==> config.mk <==
export PLATFORM = sky130hd
export DESIGN_NAME = page_frame_allocator_fifo
export DESIGN_NICKNAME = d
export VERILOG_FILES = /design/src/design/pfa_pkg.sv /design/src/design/page_frame_allocator_fifo.sv /design/src/design/pfa_ctrl.sv /design/src/design/pfa_datapath.sv
export SDC_FILE = /design/constraint.sdc
export NUM_CORES = 1
export LEC_CHECK = 0
export BUFFER_PORTS_ARGS = -buffer_cell sky130_fd_sc_hd__buf_2
export CAP_MARGIN = 20
export CORE_UTILIZATION = 60
export DETAILED_ROUTE_END_ITERATION = 7
export PLACE_DENSITY_LB_ADDON = 0.08
export SLEW_MARGIN = 20
export SYNTH_ARGS = -nofsm -noshare
export SYNTH_HDL_FRONTEND = slang
export SYNTH_SLANG_ARGS = --single-unit
==> constraint.sdc <==
create_clock -name clock -period 3.1 [get_ports clock]
set_input_delay 0.31 -clock clock [delete_from_list [all_inputs] [get_ports clock]]
set_output_delay 0.31 -clock clock [all_outputs]
set_load 0.02 [all_outputs]
==> src/design/pfa_pkg.sv <==
`default_nettype none
package pfa_pkg;

   // input word
   typedef struct packed {
      logic       req_type;
      logic [7:0] proc_id;
      logic [3:0] pages_needed;
   } req_word_type;

   // result word
   typedef struct packed {
      logic [2:0] status;
      logic [3:0] frames_changed;
      logic [3:0] free_frames;
   } rsp_word_type;

   typedef enum logic [2:0] {
      ST_FREE_ALLOC = 3'd0,
      ST_FIFO_ALLOC = 3'd1,
      ST_FREED      = 3'd2,
      ST_NOT_FOUND  = 3'd3,
      ST_REJECTED   = 3'd4
   } status_type;

   localparam logic REQ_ALLOC = 1'b0;
   localparam logic REQ_FREE  = 1'b1;

   typedef enum logic [2:0] {
      S_IDLE,
      S_ALLOC_SCAN,
      S_FIFO_WR,
      S_FREE_RD,
      S_FREE_CHK,
      S_FINISH
   } state_type;

   // controller -> datapath
   typedef struct packed {
      logic       load;
      logic       take;
      logic       fifo_write;
      logic       release_frame;
      logic       idx_inc;
      logic       respond;
      status_type code;
   } cmd_type;

   // datapath -> controller
   typedef struct packed {
      logic is_free_req;
      logic want_zero;
      logic cur_free;
      logic met_next;
      logic idx_last;
      logic owner_match;
      logic any_writes;
      logic rem_last;
   } flag_type;

endpackage
`default_nettype wire

==> src/design/page_frame_allocator_fifo.sv <==
// Sequence from start to rsp_valid: a rejected request goes straight to the finish state; an
// allocate scans frames for free ones and falls back to FIFO replacement when free frames run
// out; a free reads and then checks each frame in turn through the registered owner-table read.
// Throughput: one request at a time; busy drops as the result is registered, so the next
// start is taken in the cycle rsp_valid is high. The receiver cannot stall results.
// Reset: synchronous; every frame free, FIFO pointer at frame 0, no result pending.
`default_nettype none
module page_frame_allocator_fifo #(
   parameter int NUM_FRAMES = 8
) (
   input  wire logic                  clock,
   input  wire logic                  reset,
   input  wire logic                  start,
   output logic                       busy,
   input  wire pfa_pkg::req_word_type req_word,
   output logic                       rsp_valid,
   output pfa_pkg::rsp_word_type      rsp_word
);
   import pfa_pkg::*;

   // command word from the sequencer, status flags back from the frame table
   cmd_type  cmd;
   flag_type flags;

   // Sequencer: scans frames one per cycle on allocate, walks the FIFO pointer
   // when free frames run out, and alternates read/check per frame on free.
   pfa_ctrl u_ctrl (
      .clock (clock),
      .reset (reset),
      .start (start),
      .busy  (busy),
      .flags (flags),
      .cmd   (cmd)
   );

   // Frame table: used bits in flops, owner IDs in a single-port-write memory,
   // free count kept incrementally, result word registered on respond.
   pfa_datapath #(
      .NUM_FRAMES (NUM_FRAMES)
   ) u_datapath (
      .clock     (clock),
      .reset     (reset),
      .req_word  (req_word),
      .cmd       (cmd),
      .flags     (flags),
      .rsp_valid (rsp_valid),
      .rsp_word  (rsp_word)
   );

endmodule
`default_nettype wire

==> src/design/pfa_ctrl.sv <==
`default_nettype none
module pfa_ctrl (
   input  wire logic              clock,
   input  wire logic              reset,
   input  wire logic              start,
   output logic                   busy,
   input  wire pfa_pkg::flag_type flags,
   output pfa_pkg::cmd_type       cmd
);
   import pfa_pkg::*;

   state_type  state_ff, state_in;
   status_type code_ff, code_in;

   always_ff @(posedge clock) begin
      if (reset) begin
         state_ff <= S_IDLE;
         code_ff  <= ST_REJECTED;
      end else begin
         state_ff <= state_in;
         code_ff  <= code_in;
      end
   end

   // next state
   always_comb begin
      state_in = state_ff;
      code_in  = code_ff;
      case (state_ff)
         S_IDLE: begin
            if (start) begin
               if (flags.is_free_req) begin
                  state_in = S_FREE_RD;
               end else if (flags.want_zero) begin
                  code_in  = ST_REJECTED;
                  state_in = S_FINISH;
               end else begin
                  state_in = S_ALLOC_SCAN;
               end
            end
         end
         S_ALLOC_SCAN: begin
            if (flags.cur_free && flags.met_next) begin
               code_in  = ST_FREE_ALLOC;
               state_in = S_FINISH;
            end else if (flags.idx_last) begin
               code_in  = ST_FIFO_ALLOC;
               state_in = S_FIFO_WR;
            end
         end
         S_FIFO_WR: begin
            if (flags.rem_last) begin
               state_in = S_FINISH;
            end
         end
         S_FREE_RD: begin
            state_in = S_FREE_CHK;
         end
         S_FREE_CHK: begin
            if (flags.idx_last) begin
               code_in  = (flags.any_writes || flags.owner_match) ? ST_FREED : ST_NOT_FOUND;
               state_in = S_FINISH;
            end else begin
               state_in = S_FREE_RD;
            end
         end
         S_FINISH: begin
            state_in = S_IDLE;
         end
         default: begin
            state_in = S_IDLE;
         end
      endcase
   end

   // outputs
   always_comb begin
      cmd               = '0;
      cmd.code          = code_ff;
      busy              = (state_ff != S_IDLE);
      case (state_ff)
         S_IDLE: begin
            cmd.load = start;
         end
         S_ALLOC_SCAN: begin
            cmd.take    = flags.cur_free;
            cmd.idx_inc = !(flags.cur_free && flags.met_next) && !flags.idx_last;
         end
         S_FIFO_WR: begin
            cmd.fifo_write = 1'b1;
         end
         S_FREE_RD: begin
            cmd.take = 1'b0;
         end
         S_FREE_CHK: begin
            cmd.release_frame = flags.owner_match;
            cmd.idx_inc       = !flags.idx_last;
         end
         S_FINISH: begin
            cmd.respond = 1'b1;
         end
         default: begin
            cmd.respond = 1'b0;
         end
      endcase
   end

endmodule
`default_nettype wire

==> src/design/pfa_datapath.sv <==
`default_nettype none
module pfa_datapath #(
   parameter int NUM_FRAMES = 8
) (
   input  wire logic                  clock,
   input  wire logic                  reset,
   input  wire pfa_pkg::req_word_type req_word,
   input  wire pfa_pkg::cmd_type      cmd,
   output pfa_pkg::flag_type          flags,
   output logic                       rsp_valid,
   output pfa_pkg::rsp_word_type      rsp_word
);
   import pfa_pkg::*;

   localparam int IW  = (NUM_FRAMES > 1) ? $clog2(NUM_FRAMES) : 1;
   localparam int FCW = $clog2(NUM_FRAMES + 1);

   req_word_type          req_ff, req_in;
   logic [IW-1:0]         idx_ff, idx_in;
   logic [IW-1:0]         fptr_ff, fptr_in;
   logic [3:0]            writes_ff, writes_in;
   logic [3:0]            rem_ff, rem_in;
   logic [FCW-1:0]        cnt_ff, cnt_in;
   logic [NUM_FRAMES-1:0] used_ff, used_in;
   logic                  rsp_valid_ff, rsp_valid_in;
   rsp_word_type          rsp_ff, rsp_in;

   logic [7:0]            owner_mem [NUM_FRAMES];
   logic [7:0]            rd_owner_ff;
   logic                  mem_we;
   logic [IW-1:0]         mem_addr;
   logic [3:0]            writes_inc;
   logic                  cnt_over;

   assign writes_inc = (writes_ff == 4'd15) ? writes_ff : writes_ff + 4'd1;
   assign cnt_over   = ({{(32-FCW){1'b0}}, cnt_ff} > 32'd15);

   // owner table: written by allocation, read at the scan index
   assign mem_we   = cmd.take || cmd.fifo_write;
   assign mem_addr = cmd.take ? idx_ff : fptr_ff;

   always_ff @(posedge clock) begin
      if (mem_we) begin
         owner_mem[mem_addr] <= req_ff.proc_id;
      end
      rd_owner_ff <= owner_mem[idx_ff];
   end

   always_comb begin
      flags.is_free_req = (req_word.req_type == REQ_FREE);
      flags.want_zero   = (req_word.pages_needed == 4'd0);
      flags.cur_free    = !used_ff[idx_ff];
      flags.met_next    = ({1'b0, writes_ff} + 5'd1) == {1'b0, req_ff.pages_needed};
      flags.idx_last    = (idx_ff == IW'(NUM_FRAMES - 1));
      flags.owner_match = used_ff[idx_ff] && (rd_owner_ff == req_ff.proc_id);
      flags.any_writes  = (writes_ff != 4'd0);
      flags.rem_last    = (rem_ff == 4'd1);
   end

   always_comb begin
      req_in       = req_ff;
      idx_in       = idx_ff;
      fptr_in      = fptr_ff;
      writes_in    = writes_ff;
      rem_in       = rem_ff;
      cnt_in       = cnt_ff;
      used_in      = used_ff;
      rsp_valid_in = cmd.respond;
      rsp_in       = rsp_ff;

      if (cmd.load) begin
         req_in    = req_word;
         idx_in    = '0;
         writes_in = '0;
         rem_in    = req_word.pages_needed;
      end
      if (cmd.idx_inc) begin
         idx_in = idx_ff + IW'(1);
      end
      if (cmd.take) begin
         used_in[idx_ff] = 1'b1;
         cnt_in          = cnt_ff - FCW'(1);
         writes_in       = writes_inc;
      end
      if (cmd.fifo_write) begin
         used_in[fptr_ff] = 1'b1;
         if (!used_ff[fptr_ff]) begin
            cnt_in = cnt_ff - FCW'(1);
         end
         writes_in = writes_inc;
         rem_in    = rem_ff - 4'd1;
         fptr_in   = (fptr_ff == IW'(NUM_FRAMES - 1)) ? '0 : fptr_ff + IW'(1);
      end
      if (cmd.release_frame) begin
         used_in[idx_ff] = 1'b0;
         cnt_in          = cnt_ff + FCW'(1);
         writes_in       = writes_inc;
      end
      if (cmd.respond) begin
         rsp_in.status         = cmd.code;
         rsp_in.frames_changed = writes_ff;
         rsp_in.free_frames    = cnt_over ? 4'd15 : 4'(cnt_ff);
      end
   end

   always_ff @(posedge clock) begin
      if (reset) begin
         used_ff      <= '0;
         cnt_ff       <= FCW'(NUM_FRAMES);
         fptr_ff      <= '0;
         idx_ff       <= '0;
         rsp_valid_ff <= 1'b0;
      end else begin
         used_ff      <= used_in;
         cnt_ff       <= cnt_in;
         fptr_ff      <= fptr_in;
         idx_ff       <= idx_in;
         rsp_valid_ff <= rsp_valid_in;
      end
   end

   always_ff @(posedge clock) begin
      req_ff    <= req_in;
      writes_ff <= writes_in;
      rem_ff    <= rem_in;
      rsp_ff    <= rsp_in;
   end

   assign rsp_valid = rsp_valid_ff;
   assign rsp_word  = rsp_ff;

endmodule
`default_nettype wire
Word-level counts from Yosys, hierarchy flattened --
Memories as Yosys holds them, arrays and structs flattened. A register that Yosys moved wholly into a read port is not among the register bits. Cells that the tools add are included. Widths: inputs -> output; s select.
Cells by class: bitwise gates (word level) 4, equality and inequality tests 17, order comparisons 4, reduce and logical (&&, ||, !) cells 20, $add $sub $neg 7, mux-type cells 50
Operators by type and width (count):
- $mux 3 | 17
- $mux 4 | 11
- $mux 8 | 3
- $or 8x8->8 | 2
- $pmux 3 s5 | 1
- $eq 3x3->1 const B | 4
- $mux 1 | 12
- $pmux 3 s3 | 1
- $add 4x1->4 const B | 2
- $and 8x8->8 | 1
- $eq 8x8->1 | 1
- $lt 3x4->1 const B | 2
- $ne 2x2->1 const B | 4
- $not 8->8 | 1
- $reduce_bool 4->1 | 2
- $sub 4x1->4 const B | 2
- $add 3x1->3 const B | 2
- $bmux 1 s3 | 2
- $demux 1 s3 | 2
- $eq 3x2->1 const B | 2
- $ge 3x1->1 const B | 2
- $reduce_and 6->1 | 1
- $reduce_bool 3->1 | 2
- $add 4x1->5 const B | 1
- 14 further kinds | 22
Word-level totals: output and inout bits 13, RAM bits 64, memories 1, register bits after elaboration 56, input bits 16, logic and storage cells 117
Memory list:
- u_datapath.owner_mem | depth 8, bits a word 8, read ports 1, clocked after Yosys merged registers in 1, wr ports 1, RTL line pfa_datapath.sv:28 | logic [7:0] owner_mem [NUM_FRAMES];

Longest topological paths before layout --
Gate-level depths: netlist of run 1.
depth after elaboration 10, mapped depth 9

By module --
A second synthesis of run 1 with hierarchy kept.
Second synthesis, totals: cells, all modules 397, area, all modules 5671.7 um2
Modules (own cells, without submodules):
- pfa_datapath | area an instance 5193.7 um2, cells each 339, instances 1
- pfa_ctrl | area an instance 478.0 um2, cells each 58, instances 1

Worst setup path before layout of run 1 --
Ideal clock, no wire load.
path type register -> register, from register u_datapath.idx_ff[1], to memory u_datapath.owner_mem[2][0] (enable), stages on the path, launching flop included 9, library setup time 384 ps, data arrival time 2031 ps, path slack 685 ps, cell sequence dfxtp_1 -> buf_6 -> and2_1 -> buf_6 -> a32o_2 -> a211oi_4 -> buf_6 -> nand2_1 -> o21ai_0
Between the ends: word-level cells in the longest chain between the ends 7, elaborated cells between the ends (all ways) 8
RTL lines:
- from (decl) | RTL line pfa_datapath.sv:19 | logic [IW-1:0] idx_ff, idx_in;
- from (signal assigned) | RTL line pfa_datapath.sv:117 | idx_ff <= idx_in;
- $bmux 1 s3 | RTL line pfa_datapath.sv:52 | flags.cur_free = !used_ff[idx_ff];
- $mux 1 (not written as such) | RTL line pfa_datapath.sv:52
- $logic_not 1->1 | RTL line pfa_datapath.sv:52
- $mux 1 | RTL line pfa_ctrl.sv:81 | case (state_ff)
- $logic_or 1x1->1 | RTL line pfa_datapath.sv:39 | assign mem_we = cmd.take || cmd.fifo_write;
- $mux 1 | RTL line pfa_datapath.sv:43 | if (mem_we) begin
- $mux 1 (not written as such) | RTL line pfa_datapath.sv:44 | owner_mem[mem_addr] <= req_ff.proc_id;
- to (decl) | RTL line pfa_datapath.sv:28
Several ways; a longest one is shown, not always the timed one. The select of a mux whose other input is x is not followed.

Worst setup path after layout of run 1 --
from register u_datapath.idx_ff[0], to memory u_datapath.owner_mem[6][4] (enable)
The elaborated chain is that of the path after synthesis.

==> results of run 1 <==
[worst min-delay path by stage]
stage / end / depth (start not counted)
4_1_cts: u_datapath.req_ff[3] / 1
6_report: u_datapath.req_ff[3] / 1
5_1_grt: u_datapath.req_ff[3] / 1
2_1_floorplan: u_datapath.rsp_word[8] / 0
3_5_place_dp: u_datapath.rsp_word[8] / 0
3_3_place_gp: u_datapath.rsp_word[8] / 0
[power breakdown]
group          switching (mW)  leakage [nW]  total, mW  internal, mW
Combinational           0.802         0.953       1.39         0.590
Sequential              0.294          1.14       2.52          2.23
Clock                   0.822         0.276       1.91          1.09
Total                    1.92          2.37       5.82          3.91
[final cells by class]
cell class                      count  share of cell area [%]
Tap cell                          111                   2.102
Clock inverter                     15                   2.273
Sequential cell                   128                   53.18
Timing Repair Buffer               53                   5.379
Clock buffer                       17                   6.269
Inverter                           15                  0.8523
Multi-Input combinational cell    289                   29.94
[stage by stage]
step                area, um2  total power [mW]  utilization [%]  worst slack (ps)  instances
finish                   6606             5.824            71.84             523.6        628
global route             6606             6.100            71.84             346.1        628
CTS                      6606             5.821            71.84             551.8        628
detailed placement       5932             3.903            64.50             590.9        585
global placement         5932             3.863            64.50             640.3        585
floorplan                5675             3.500                -             684.6        457
[cell families (layout without fill, tap and decap cells)]
group                    count (synthesis)  after routing  synth area share (%)
AO/OA/AOI/OAI                          100            100                 12.90
adder cells (fa/ha/maj)                 10             10                 2.205
multiplexers                            22             22                 4.916
XOR/XNOR                                17             17                 2.866
AND/OR/NAND/NOR                        140            140                 11.97
flip-flops                             128            128                 61.90
buffers and inverters                   40            100                 3.240
[routing by layer]
| metal | vias to the layer above | routed length, um | share of wire (%) | track usage (%) |
|---|---|---|---|---|
| li1 | 1808 | - | - | - |
| met1 | 1901 | 5728 | 45 | 41.64 |
| met2 | 178 | 5704 | 45 | 40.28 |
| met3 | 21 | 958 | 7.6 | 7.238 |
| met4 | 0 | 222 | 1.8 | 9.842 |
| met5 | - | 0 | 0 | 0 |
[critical path: stages (launching register included)]
cell                       delay (ps)
sky130_fd_sc_hd__dfxtp_1          570
sky130_fd_sc_hd__and2_1           360
sky130_fd_sc_hd__a22oi_4          140
sky130_fd_sc_hd__a211oi_4         460
sky130_fd_sc_hd__a22o_1           270
sky130_fd_sc_hd__a22o_1           420
[registers in the layout, summed over array words and instances, names as in the netlist]
signal	count
u_datapath.rsp_word	11
u_datapath.idx_ff	3
u_datapath.owner_mem	64
u_datapath.used_ff	8
u_datapath.req_ff	12
u_datapath.fptr_ff	3
u_datapath.writes_ff	4
u_ctrl.state_ff	3
u_ctrl.code_ff	3
u_datapath.rd_owner_ff	8
u_datapath.cnt_ff	4
u_datapath.rem_ff	4
u_datapath.rsp_valid	1
[cell usage in the layout, fill, tap and decap left out, drive strengths merged, types with 13 or more instances in the layout]
cell type / n
inv: 22
buf: 42
nand2: 36
o21ai: 23
dfxtp: 33
nor2b: 13
a21oi: 21
edfxtp: 95
clkbuf: 17
nor2: 43
==> out/qor.json, run 1 <==
{
  "status": "complete, no violations",
  "syn_nets": 483,
  "antennaDiodeCount": 0,
  "worst_ep_arrival_time_ps": 2760,
  "syn_inst_count": 457,
  "seq_area_frac_synth_pct": 61.90,
  "first_global_vias": 3740,
  "clk_latency_ps": 530,
  "postSynth.asyncResetShare_pct": 0,
  "path_class": "flop to flop",
  "setup.reg_to_reg.worst_slack_ps": 520,
  "syn-cell-area_mm2": 0.005675,
  "grt_setup_unrepaired": "no",
  "final_antenna_net_count": 0,
  "design.final.nets": 530,
  "vias_per_cell": 6.223,
  "gp_congestion": 0.9446,
  "port_buffers": 28,
  "worst-endpoint-required_ps": 3280,
  "final.period_utilization_pct": 83.11,
  "slew-limit-headroom_pct": 40.46,
  "power_per_cell_area_mw_per_mm2": 881.6,
  "worst-slew-pin-transition_ps": 889.9,
  "grt_max_degree": 26,
  "achievable-frequency_ghz": 0.3881,
  "antenna_found_initial": 0,
  "detailroute.via_count": 3908,
  "ctsHtreeMaxLevel": 4,
  "tritoncts_clock_tree": "yes",
  "detail_route.drc_violations": 0,
  "yosys_warnings": 0,
  "clock-root-buffer": "sky130_fd_sc_hd__clkbuf_8",
  "drtPass1Iterations": 5,
  "final.fill_count": 622,
  "timing.hold.worst.class": "primary input to flop",
  "yosys.area.top_type": "sky130_fd_sc_hd__edfxtp_1",
  "floorplan.core_area_mm2": 0.009196,
  "routed_wire_length_per_instance_um": 20.09,
  "r2r-start": "u_datapath.idx_ff[0]",
  "totalWireLength_um": 12610,
  "termination_of_the_worst_setup_path": "u_datapath.owner_mem[6][4]",
  "aggregate_global_routing_overflow": 0,
  "post_cts_hold_buffer_count": 11,
  "synth_ff_type": "sky130_fd_sc_hd__edfxtp_1",
  "cts_buffer_count": 17,
  "multi_input_area_mm2": 0.001978,
  "crit_fanout": 13,
  "cts_resized": 0,
  "timing_hold_violations_final": 0,
  "clkTransAtPathRegs_ps": 60,
  "ys_top_cells_by_count": "sky130_fd_sc_hd__edfxtp_1, sky130_fd_sc_hd__nor2_1, sky130_fd_sc_hd__nand2_1",
  "tritoncts_num_sinks": 128,
  "site_row_count": 35,
  "regToRegEndpoint": "u_datapath.owner_mem[6][4]",
  "gr-usage-all-layers_pct": 28.05,
  "drv_cap": 0,
  "finalClockSkew_ps": 10.81,
  "post_route_cells_drive_above_1_share_pct": 18.96,
  "synth_largest_type_area_fraction_pct": 50.26,
  "ioPinCount": 29,
  "grt_pass1_wl_um": 20220,
  "postSynthRegisterBits": 128,
  "dr.first_iter.drc_count": 314,
  "die_area_mm2": 0.009852,
  "worstSetupStartpoint": "u_datapath.idx_ff[0]",
  "area_overhead_of_the_layout_relative_to_synthesis_pct": 16.40,
  "fin_setup_tns_ps": 0,
  "synth_area_per_cell_um2": 12.42,
  "postCtsSetupRepairBufs": 0,
  "synth.most_common_cell": "sky130_fd_sc_hd__edfxtp_1",
  "synth.area.top_cells": "sky130_fd_sc_hd__edfxtp_1, sky130_fd_sc_hd__dfxtp_1, sky130_fd_sc_hd__nor2_1",
  "final_slew_viol_count": 0,
  "place_hpwl_um": 8367,
  "die_x_um": 99.26,
  "end_kind": "flop",
  "setup_viol_count_final": 0,
  "number_of_distinct_library_cells_after_synthesis": 57,
  "startpoint_type": "flop",
  "worst_ir_drop_vdd_uv": 549.7,
  "area_taken_by_flip_flops_and_latches_mm2": 0.003513,
  "initial_core_util_pct": 61.71,
  "synth_edf_count": 95,
  "final.min_clock_period_ps": 2576,
  "buffer_levels_on_the_longest_clock_path": 2,
  "p_leak_nw": 2.370,
  "hold_start": "req_word[3]",
  "worst_hold_slack_ps": 23.28,
  "register_to_register_path_depth": 5,
  "chipHeight_um": 99.26
}
Power figures use the tool's default switching activity.
==> run 2: changes to the inputs <==
==> constraint.sdc (replaced) <==
create_clock -name clock -period 2.5 [get_ports clock]
set_input_delay 0.25 -clock clock [delete_from_list [all_inputs] [get_ports clock]]
set_output_delay 0.25 -clock clock [all_outputs]
set_load 0.02 [all_outputs]
==> run 2 against run 1 <==
- clock power rose by 20%
- sequential power is 21% higher
- highest routed layer unchanged
- setup slack lost 400 ps
- global-route usage increased by 0.21 points
- register-to-register slack worse by 400 ps
- critical path type unchanged
- power rose by 25%
- via count rose by 0.56%
- combinational power up 40%
- routed wire length increased by 1.9%
- fmax is 8.3% higher
==> out/qor.json, run 2 (synthesized netlist as in run 1, its figures left out) <==
{
  "layout.cell_area.non_filler": {"value": 0.006761, "unit": "mm2", "change": "+2.3%"},
  "drtPass1Iterations": {"value": 5, "change": "unchanged"},
  "antenna_found_initial": {"value": 0, "change": "unchanged"},
  "seq_power_share": {"value": 41.8, "unit": "%", "change": "-1.5 points"},
  "grt_max_degree": {"value": 26, "change": "unchanged"},
  "ctsHtreeMaxLevel": {"value": 4, "change": "unchanged"},
  "end_kind": "flop",
  "achievable-frequency": {"value": 0.4205, "unit": "GHz", "change": "+8.3%"},
  "totalWireLength": {"value": 12850, "unit": "um", "change": "+1.9%"},
  "grt_setup_unrepaired": "no",
  "startpoint_type": "flop",
  "initial_core_util": {"value": 61.71, "unit": "%", "change": "unchanged"},
  "post_route_cells_drive_above_1_share": {"value": 21.93, "unit": "%", "change": "+3.0 points"},
  "placed_cells_incl_taps": {"value": 602, "change": "+2.9%"},
  "intPower": {"value": 4.845, "unit": "mW", "change": "+24%"},
  "place_hpwl": {"value": 8090, "unit": "um", "change": "-3.3%"},
  "port_buffers": {"value": 28, "change": "unchanged"},
  "timing.hold.worst.class": "primary input to flop",
  "cts_buffer_count": {"value": 17, "change": "unchanged"},
  "tritoncts_num_sinks": {"value": 128, "change": "unchanged"},
  "largest_reg_flops": {"value": 64, "change": "unchanged"},
  "top_register": "u_datapath.owner_mem",
  "final_common_cell": "sky130_fd_sc_hd__edfxtp_1",
  "aggregate_global_routing_overflow": {"value": 0, "change": "unchanged"},
  "area_overhead_of_the_layout_relative_to_synthesis_pct": 19.14,
  "buffer_levels_on_the_longest_clock_path": {"value": 2, "change": "unchanged"},
  "path_class": "flop to flop",
  "gp_congestion": {"value": 0.8996, "change": "-4.8%"},
  "area_taken_by_flip_flops_and_latches": {"value": 0.003513, "unit": "mm2", "change": "unchanged"},
  "p_leak": {"value": 2.464, "unit": "nW", "change": "+4.0%"},
  "tritoncts_clock_tree": "yes",
  "r2r-start": "u_datapath.idx_ff[1]",
  "vias_per_cell": {"value": 6.055, "change": "-2.7%"},
  "worst-slew-pin-transition": {"value": 633.9, "unit": "ps", "change": "-255.9 ps"},
  "routed_wire_length_per_instance": {"value": 19.81, "unit": "um", "change": "-1.4%"},
  "dr.first_iter.drc_count": {"value": 397, "change": "+26%"},
  "drv_cap": {"value": 0, "change": "unchanged"},
  "power_per_cell_area": {"value": 1080, "unit": "mW/mm2", "change": "+22%"},
  "layout_common_cells": "sky130_fd_sc_hd__edfxtp_1, sky130_fd_sc_hd__nor2_1, sky130_fd_sc_hd__nand2_1",
  "final_slew_viol_count": {"value": 0, "change": "unchanged"},
  "placement.cell_area": {"value": 0.006060, "unit": "mm2", "change": "+2.2%"},
  "clkTransAtPathRegs": {"value": 60, "unit": "ps", "change": "about the same"},
  "comb_power_share": {"value": 26.7, "unit": "%", "change": "+2.8 points"},
  "worst_ep_arrival_time": {"value": 2790, "unit": "ps", "change": "+30 ps"},
  "switchingPower": {"value": 2.456, "unit": "mW", "change": "+28%"},
  "clock-root-buffer": "sky130_fd_sc_hd__clkbuf_8",
  "final_antenna_net_count": {"value": 0, "change": "unchanged"},
  "crit_fanout": {"value": 10, "change": "-3"},
  "final.min_clock_period": {"value": 2378, "unit": "ps", "change": "-198.5 ps"},
  "timing_hold_violations_final": {"value": 0, "change": "unchanged"},
  "gr-usage-all-layers": {"value": 28.27, "unit": "%", "change": "+0.21 points"},
  "status": "complete, no violations",
  "power_frac_clock": {"value": 31.5, "unit": "%", "change": "-1.3 points"},
  "power.switching_fraction": {"value": 33.64, "unit": "%", "change": "+0.70 points"},
  "instances_no_fill": {"value": 649, "change": "+3.3%"},
  "grt_pass1_wl": {"value": 20350, "unit": "um", "change": "+0.65%"},
  "setup_viol_count_final": {"value": 0, "change": "unchanged"},
  "ioPinCount": {"value": 29, "change": "unchanged"},
  "detail_route.drc_violations": {"value": 0, "change": "unchanged"},
  "cts_resized": {"value": 0, "change": "unchanged"},
  "final_core_util": {"value": 73.52, "unit": "%", "change": "+1.7 points"},
  "worst-endpoint-required": {"value": 2910, "unit": "ps", "change": "-370 ps"},
  "worst_ir_drop_vdd": {"value": 564.9, "unit": "uV", "change": "+2.8%"},
  "total_power": {"value": 7.300, "unit": "mW", "change": "+25%"},
  "first_global_vias": {"value": 3746, "change": "+0.16%"},
  "hold_start": "start",
  "fin_setup_tns": {"value": 0, "unit": "ps", "change": "unchanged"},
  "multi_input_area": {"value": 0.001978, "unit": "mm2", "change": "unchanged"},
  "final.fill_count": {"value": 603, "change": "-3.1%"},
  "clk_latency": {"value": 530, "unit": "ps", "change": "about the same"},
  "floorplan.core_area": {"value": 0.009196, "unit": "mm2", "change": "unchanged"},
  "slew-limit-headroom": {"value": 57.16, "unit": "%", "change": "+17 points"},
  "antennaDiodeCount": {"value": 0, "change": "unchanged"},
  "worstSetupStartpoint": "u_datapath.idx_ff[1]",
  "die_area": {"value": 0.009852, "unit": "mm2", "change": "unchanged"},
  "final.period_utilization": {"value": 95.12, "unit": "%", "change": "+12 points"},
  "detailroute.via_count": {"value": 3930, "change": "+0.56%"},
  "die_x": {"value": 99.26, "unit": "um", "change": "unchanged"},
  "site_row_count": {"value": 35, "change": "unchanged"},
  "chipHeight": {"value": 99.26, "unit": "um", "change": "unchanged"},
  "design.final.nets": {"value": 551, "change": "+4.0%"},
  "finalClockSkew": {"value": 8.233, "unit": "ps", "change": "-2.573 ps"}
}
[run 2: changes by cell type in the layout (fill, tap and decap cells not counted), sizes merged]
cell	delta
clkinvlp	+1
bufinv	-1
dlygate4sd3	+1
buf	+20
[run 2: power by group through the flow]
| stage | Combinational [mW] | Sequential, mW | Clock, mW |
|---|---|---|---|
| after detailed placement | 1.85 | 3.09 | 0 |
| after global routing | 2.12 | 3.10 | 2.41 |
| after global placement | 1.81 | 3.07 | 0 |
| after CTS | 1.91 | 3.05 | 2.32 |
| final | 1.95 | 3.05 | 2.30 |
| after floorplan | 1.34 | 3.00 | 0 |
[run 2: final timing paths]
path	end	slack (ps)	cells past startpoint
min	u_ctrl.state_ff[1]	60	3
max reg2reg	u_datapath.cnt_ff[2]	120	7
min reg2reg	u_datapath.rsp_word[8]	430	0
max	u_datapath.cnt_ff[2]	120	7
[run 2: worst max-delay path: stages, from the launching register on]
cell	delay [ps]
sky130_fd_sc_hd__dfxtp_1	500
sky130_fd_sc_hd__mux2i_1	360
sky130_fd_sc_hd__a22oi_4	140
sky130_fd_sc_hd__a211oi_4	440
sky130_fd_sc_hd__buf_4	220
sky130_fd_sc_hd__o21ai_0	110
sky130_fd_sc_hd__o21ai_0	140
sky130_fd_sc_hd__mux2_2	360
[run 2: routing by layer]
metal  vias up  track usage (%)  wire [um]
li1       1860                -          -
met1      1901            40.84       5863
met2       150            43.06       6048
met3        19            4.919        771
met4         0            11.20        171
met5         -                0          0
[run 2: area by class of cell]
class	instances	area share [%]
Timing Repair Buffer	74	7.624
Tap cell	111	2.054
Clock buffer	17	6.125
Inverter	15	0.8327
Clock inverter	15	2.147
Sequential cell	128	51.96
Multi-Input combinational cell	289	29.26
[run 2: stage by stage]
stage               setup WS (ps)  hold slack, ps
global placement            275.2           420.8
floorplan                   84.60           348.9
global route                10.85           78.40
CTS                         154.0           45.47
detailed placement          213.6           424.0
finish                      122.1           61.14
[run 2: repair_timing]
item,CTS,global route
endpoints found under the hold margin,12,0
buffers inserted,0,3
hold buffers,12,0
endpoints found under the setup margin,0,1
==> run 3: changes to the inputs <==
--- a/config.mk
+++ b/config.mk
@@ -7,9 +7,10 @@
 export LEC_CHECK = 0
 export BUFFER_PORTS_ARGS = -buffer_cell sky130_fd_sc_hd__buf_2
 export CAP_MARGIN = 20
-export CORE_UTILIZATION = 60
+export CORE_UTILIZATION = 25
 export DETAILED_ROUTE_END_ITERATION = 7
-export PLACE_DENSITY_LB_ADDON = 0.08
+export GPL_TIMING_DRIVEN = 0
+export PLACE_DENSITY = 0.45
 export SLEW_MARGIN = 20
 export SYNTH_ARGS = -nofsm -noshare
 export SYNTH_HDL_FRONTEND = slang
==> run 3 against run 2 <==
- the flow now finishes with violations (DRC)
- clock power rose by 5%
- critical path depth is 1 lower
- setup slack got worse by 29 ps
- critical path type unchanged
- largest cell class unchanged
- highest routed layer unchanged
==> out/qor.json, run 3 (synthesized netlist as in run 1, its figures left out) <==
{
  "grt.met3_usage": {"value": 3.271, "unit": "%", "change": "-1.6 points"},
  "slew-limit-headroom": {"value": 41.76, "unit": "%", "change": "-15 points"},
  "area_overhead_of_the_layout_relative_to_synthesis_pct": 22.20,
  "met1_usage": {"value": 15.94, "unit": "%", "change": "-25 points"},
  "worst_hold_slack": {"value": 39.16, "unit": "ps", "change": "-21.99 ps"},
  "violations": "DRC",
  "detailroute.via_count": {"value": 3780, "change": "-3.8%"},
  "power_per_cell_area": {"value": 1058, "unit": "mW/mm2", "change": "-2.0%"},
  "aggregate_global_routing_overflow": {"value": 0, "change": "unchanged"},
  "layout_common_cells": "sky130_fd_sc_hd__edfxtp_1, sky130_fd_sc_hd__nor2_1, sky130_fd_sc_hd__nand2_1",
  "placement.cell_area": {"value": 0.006165, "unit": "mm2", "change": "+1.7%"},
  "status": "complete, but fails checks",
  "site_row_count": {"value": 54, "change": "+54%"},
  "regToRegEndpoint": "u_datapath.writes_ff[2]",
  "final_slew_viol_count": {"value": 0, "change": "unchanged"},
  "finalClockSkew": {"value": 11.29, "unit": "ps", "change": "+3.059 ps"},
  "gr-usage-all-layers": {"value": 12.39, "unit": "%", "change": "-16 points"},
  "termination_of_the_worst_setup_path": "u_datapath.writes_ff[2]",
  "instances_no_fill": {"value": 807, "change": "+24%"},
  "final.fill_count": {"value": 2229, "change": "+270%"},
  "buffer_levels_on_the_longest_clock_path": {"value": 2, "change": "unchanged"},
  "clk_latency": {"value": 420, "unit": "ps", "change": "-110 ps"},
  "ioPinCount": {"value": 29, "change": "unchanged"},
  "totalWireLength": {"value": 13710, "unit": "um", "change": "+6.7%"},
  "layout.cell_area.non_filler": {"value": 0.006935, "unit": "mm2", "change": "+2.6%"},
  "grt_pass1_wl": {"value": 21880, "unit": "um", "change": "+7.5%"},
  "drv_cap": {"value": 0, "change": "unchanged"},
  "worst_ep_arrival_time": {"value": 2520, "unit": "ps", "change": "-270 ps"},
  "crit_fanout": {"value": 10, "change": "unchanged"},
  "gp_congestion": {"value": 0.8205, "change": "-8.8%"},
  "intPower": {"value": 4.924, "unit": "mW", "change": "+1.6%"},
  "path_class": "flop to flop",
  "final.min_clock_period": {"value": 2407, "unit": "ps", "change": "+29.00 ps"},
  "power.switching_fraction": {"value": 32.89, "unit": "%", "change": "-0.75 points"},
  "port_buffers": {"value": 27, "change": "-3.6%"},
  "chipHeight": {"value": 152.7, "unit": "um", "change": "+54%"},
  "fin_setup_tns": {"value": 0, "unit": "ps", "change": "unchanged"},
  "initial_core_util": {"value": 25.77, "unit": "%", "change": "-36 points"},
  "p_leak": {"value": 2.391, "unit": "nW", "change": "-3.0%"},
  "end_kind": "flop",
  "drtPass1Iterations": {"value": 8, "change": "+3"},
  "post_route_cells_drive_above_1_share": {"value": 19.35, "unit": "%", "change": "-2.6 points"},
  "placed_cells_incl_taps": {"value": 764, "change": "+27%"},
  "top_register": "u_datapath.owner_mem",
  "worstSetupStartpoint": "u_datapath.req_ff[8]",
  "place_hpwl": {"value": 9071, "unit": "um", "change": "+12%"},
  "worst-endpoint-required": {"value": 2610, "unit": "ps", "change": "-300 ps"},
  "final.period_utilization": {"value": 96.28, "unit": "%", "change": "+1.2 points"},
  "setup_viol_count_final": {"value": 0, "change": "unchanged"},
  "ctsHtreeMaxLevel": {"value": 4, "change": "unchanged"},
  "tritoncts_clock_tree": "yes",
  "die_x": {"value": 152.7, "unit": "um", "change": "+54%"},
  "tritoncts_num_sinks": {"value": 128, "change": "unchanged"},
  "antennaDiodeCount": {"value": 0, "change": "unchanged"},
  "grt_max_degree": {"value": 17, "change": "-35%"},
  "floorplan.core_area": {"value": 0.02203, "unit": "mm2", "change": "+140%"},
  "clock-root-buffer": "sky130_fd_sc_hd__clkbuf_16",
  "worst-slew-pin-transition": {"value": 870.4, "unit": "ps", "change": "+236.5 ps"},
  "achievable-frequency": {"value": 0.4155, "unit": "GHz", "change": "-1.2%"},
  "vias_per_cell": {"value": 4.684, "change": "-23%"},
  "register_to_register_path_depth": {"value": 6, "change": "-1"},
  "design.final.nets": {"value": 540, "change": "-2.0%"},
  "timing_hold_violations_final": {"value": 0, "change": "unchanged"},
  "timing.hold.worst.class": "primary input to flop",
  "detail_route.drc_violations": {"value": 3, "change": "+3"},
  "globalRoute.busiestLayer": "met2",
  "die_area": {"value": 0.02331, "unit": "mm2", "change": "+140%"},
  "final_common_cell": "sky130_fd_sc_hd__edfxtp_1",
  "power_frac_clock": {"value": 32.8, "unit": "%", "change": "+1.3 points"},
  "r2r-start": "u_datapath.req_ff[8]",
  "dr.first_iter.drc_count": {"value": 291, "change": "-27%"},
  "startpoint_type": "flop",
  "total_power": {"value": 7.337, "unit": "mW", "change": "+0.50%"},
  "clkTransAtPathRegs": {"value": 60, "unit": "ps", "change": "about the same"},
  "setup.reg_to_reg.worst_slack": {"value": 90, "unit": "ps", "change": "-30 ps"},
  "cts_buffer_count": {"value": 17, "change": "unchanged"},
  "seq_power_share": {"value": 41.4, "unit": "%", "change": "-0.4 points"},
  "first_global_vias": {"value": 3826, "change": "+2.1%"},
  "routed_wire_length_per_instance": {"value": 16.99, "unit": "um", "change": "-14%"},
  "comb_power_share": {"value": 25.7, "unit": "%", "change": "-1.0 points"},
  "switchingPower": {"value": 2.413, "unit": "mW", "change": "-1.7%"},
  "largest_reg_flops": {"value": 64, "change": "unchanged"},
  "worst_ir_drop_vdd": {"value": 474.1, "unit": "uV", "change": "-16%"},
  "final_antenna_net_count": {"value": 0, "change": "unchanged"},
  "antenna_found_initial": {"value": 0, "change": "unchanged"},
  "groute.layer.met2.usage": {"value": 19.90, "unit": "%", "change": "-23 points"}
}
[run 3: cell count changes in the layout (fill, tap and decap cells not counted), sizes merged]
cell         previous run  this run
buf                    62        37
clkbuf                 17        35
dlygate4sd3            12         8
bufinv                  0         1
clkinvlp                3         2
[run 3: layout make-up]
class	count	area (um2)	share of cell area [%]
plain buffers	25	130.1	1.876
clock buffers	17	425.4	6.134
clock inverters	15	147.6	2.129
inverters	15	57.56	0.8299
multi-input cells	289	2036	29.35
flip-flops and latches	128	3513	50.66
well taps	280	350.3	5.051
repair buffers	38	275.3	3.969
[run 3: critical path, cell delays in order (launching register included)]
cell	delay (ps)
sky130_fd_sc_hd__edfxtp_1	530
sky130_fd_sc_hd__xor2_1	210
sky130_fd_sc_hd__nor4_1	390
sky130_fd_sc_hd__nand2_1	200
sky130_fd_sc_hd__or3_4	400
sky130_fd_sc_hd__buf_6	160
sky130_fd_sc_hd__nand4_1	190
[run 3: per-stage QoR]
| step | util (%) | setup slack [ps] |
|---|---|---|
| floorplan | - | 84.60 |
| global placement | 27.97 | -1165 |
| detailed placement | 27.99 | -560.4 |
| CTS | 31.06 | -135.7 |
| global route | 31.49 | -23.65 |
| finish | 31.49 | 93.05 |
[run 3: routing by layer]
layer,wire length [um],up-vias
met5,0,-
met4,180,0
met3,502,12
met2,6533,82
met1,6494,1851
li1,-,1835
[run 3: power by group through the flow]
stage | sequential [mW] | clock (mW) | combinational, mW
after floorplan | 3.00 | 0 | 1.34
after global placement | 3.07 | 0 | 1.78
after global routing | 3.09 | 2.55 | 2.11
after CTS | 3.05 | 2.47 | 1.83
final | 3.04 | 2.41 | 1.89
after detailed placement | 3.09 | 0 | 1.80
[run 3: worst min path at each step]
stage | from | to | cells past startpoint
after floorplan | req_word[0] | u_datapath.req_ff[0] | 0
after global placement | u_ctrl.code_ff[2] | u_datapath.rsp_word[10] | 0
after detailed placement | u_ctrl.code_ff[0] | u_datapath.rsp_word[8] | 0
after CTS | req_word[1] | u_datapath.req_ff[1] | 1
after global routing | req_word[0] | u_datapath.req_ff[0] | 1
final | req_word[1] | u_datapath.req_ff[1] | 1
[run 3: what timing repair did]
action,4_1_cts,5_1_grt
endpoints found under the setup margin,59,34
hold buffers,8,0
hold endpoints to repair,8,0
pin swaps,0,3
resized for setup,9,7
buffers inserted,0,3
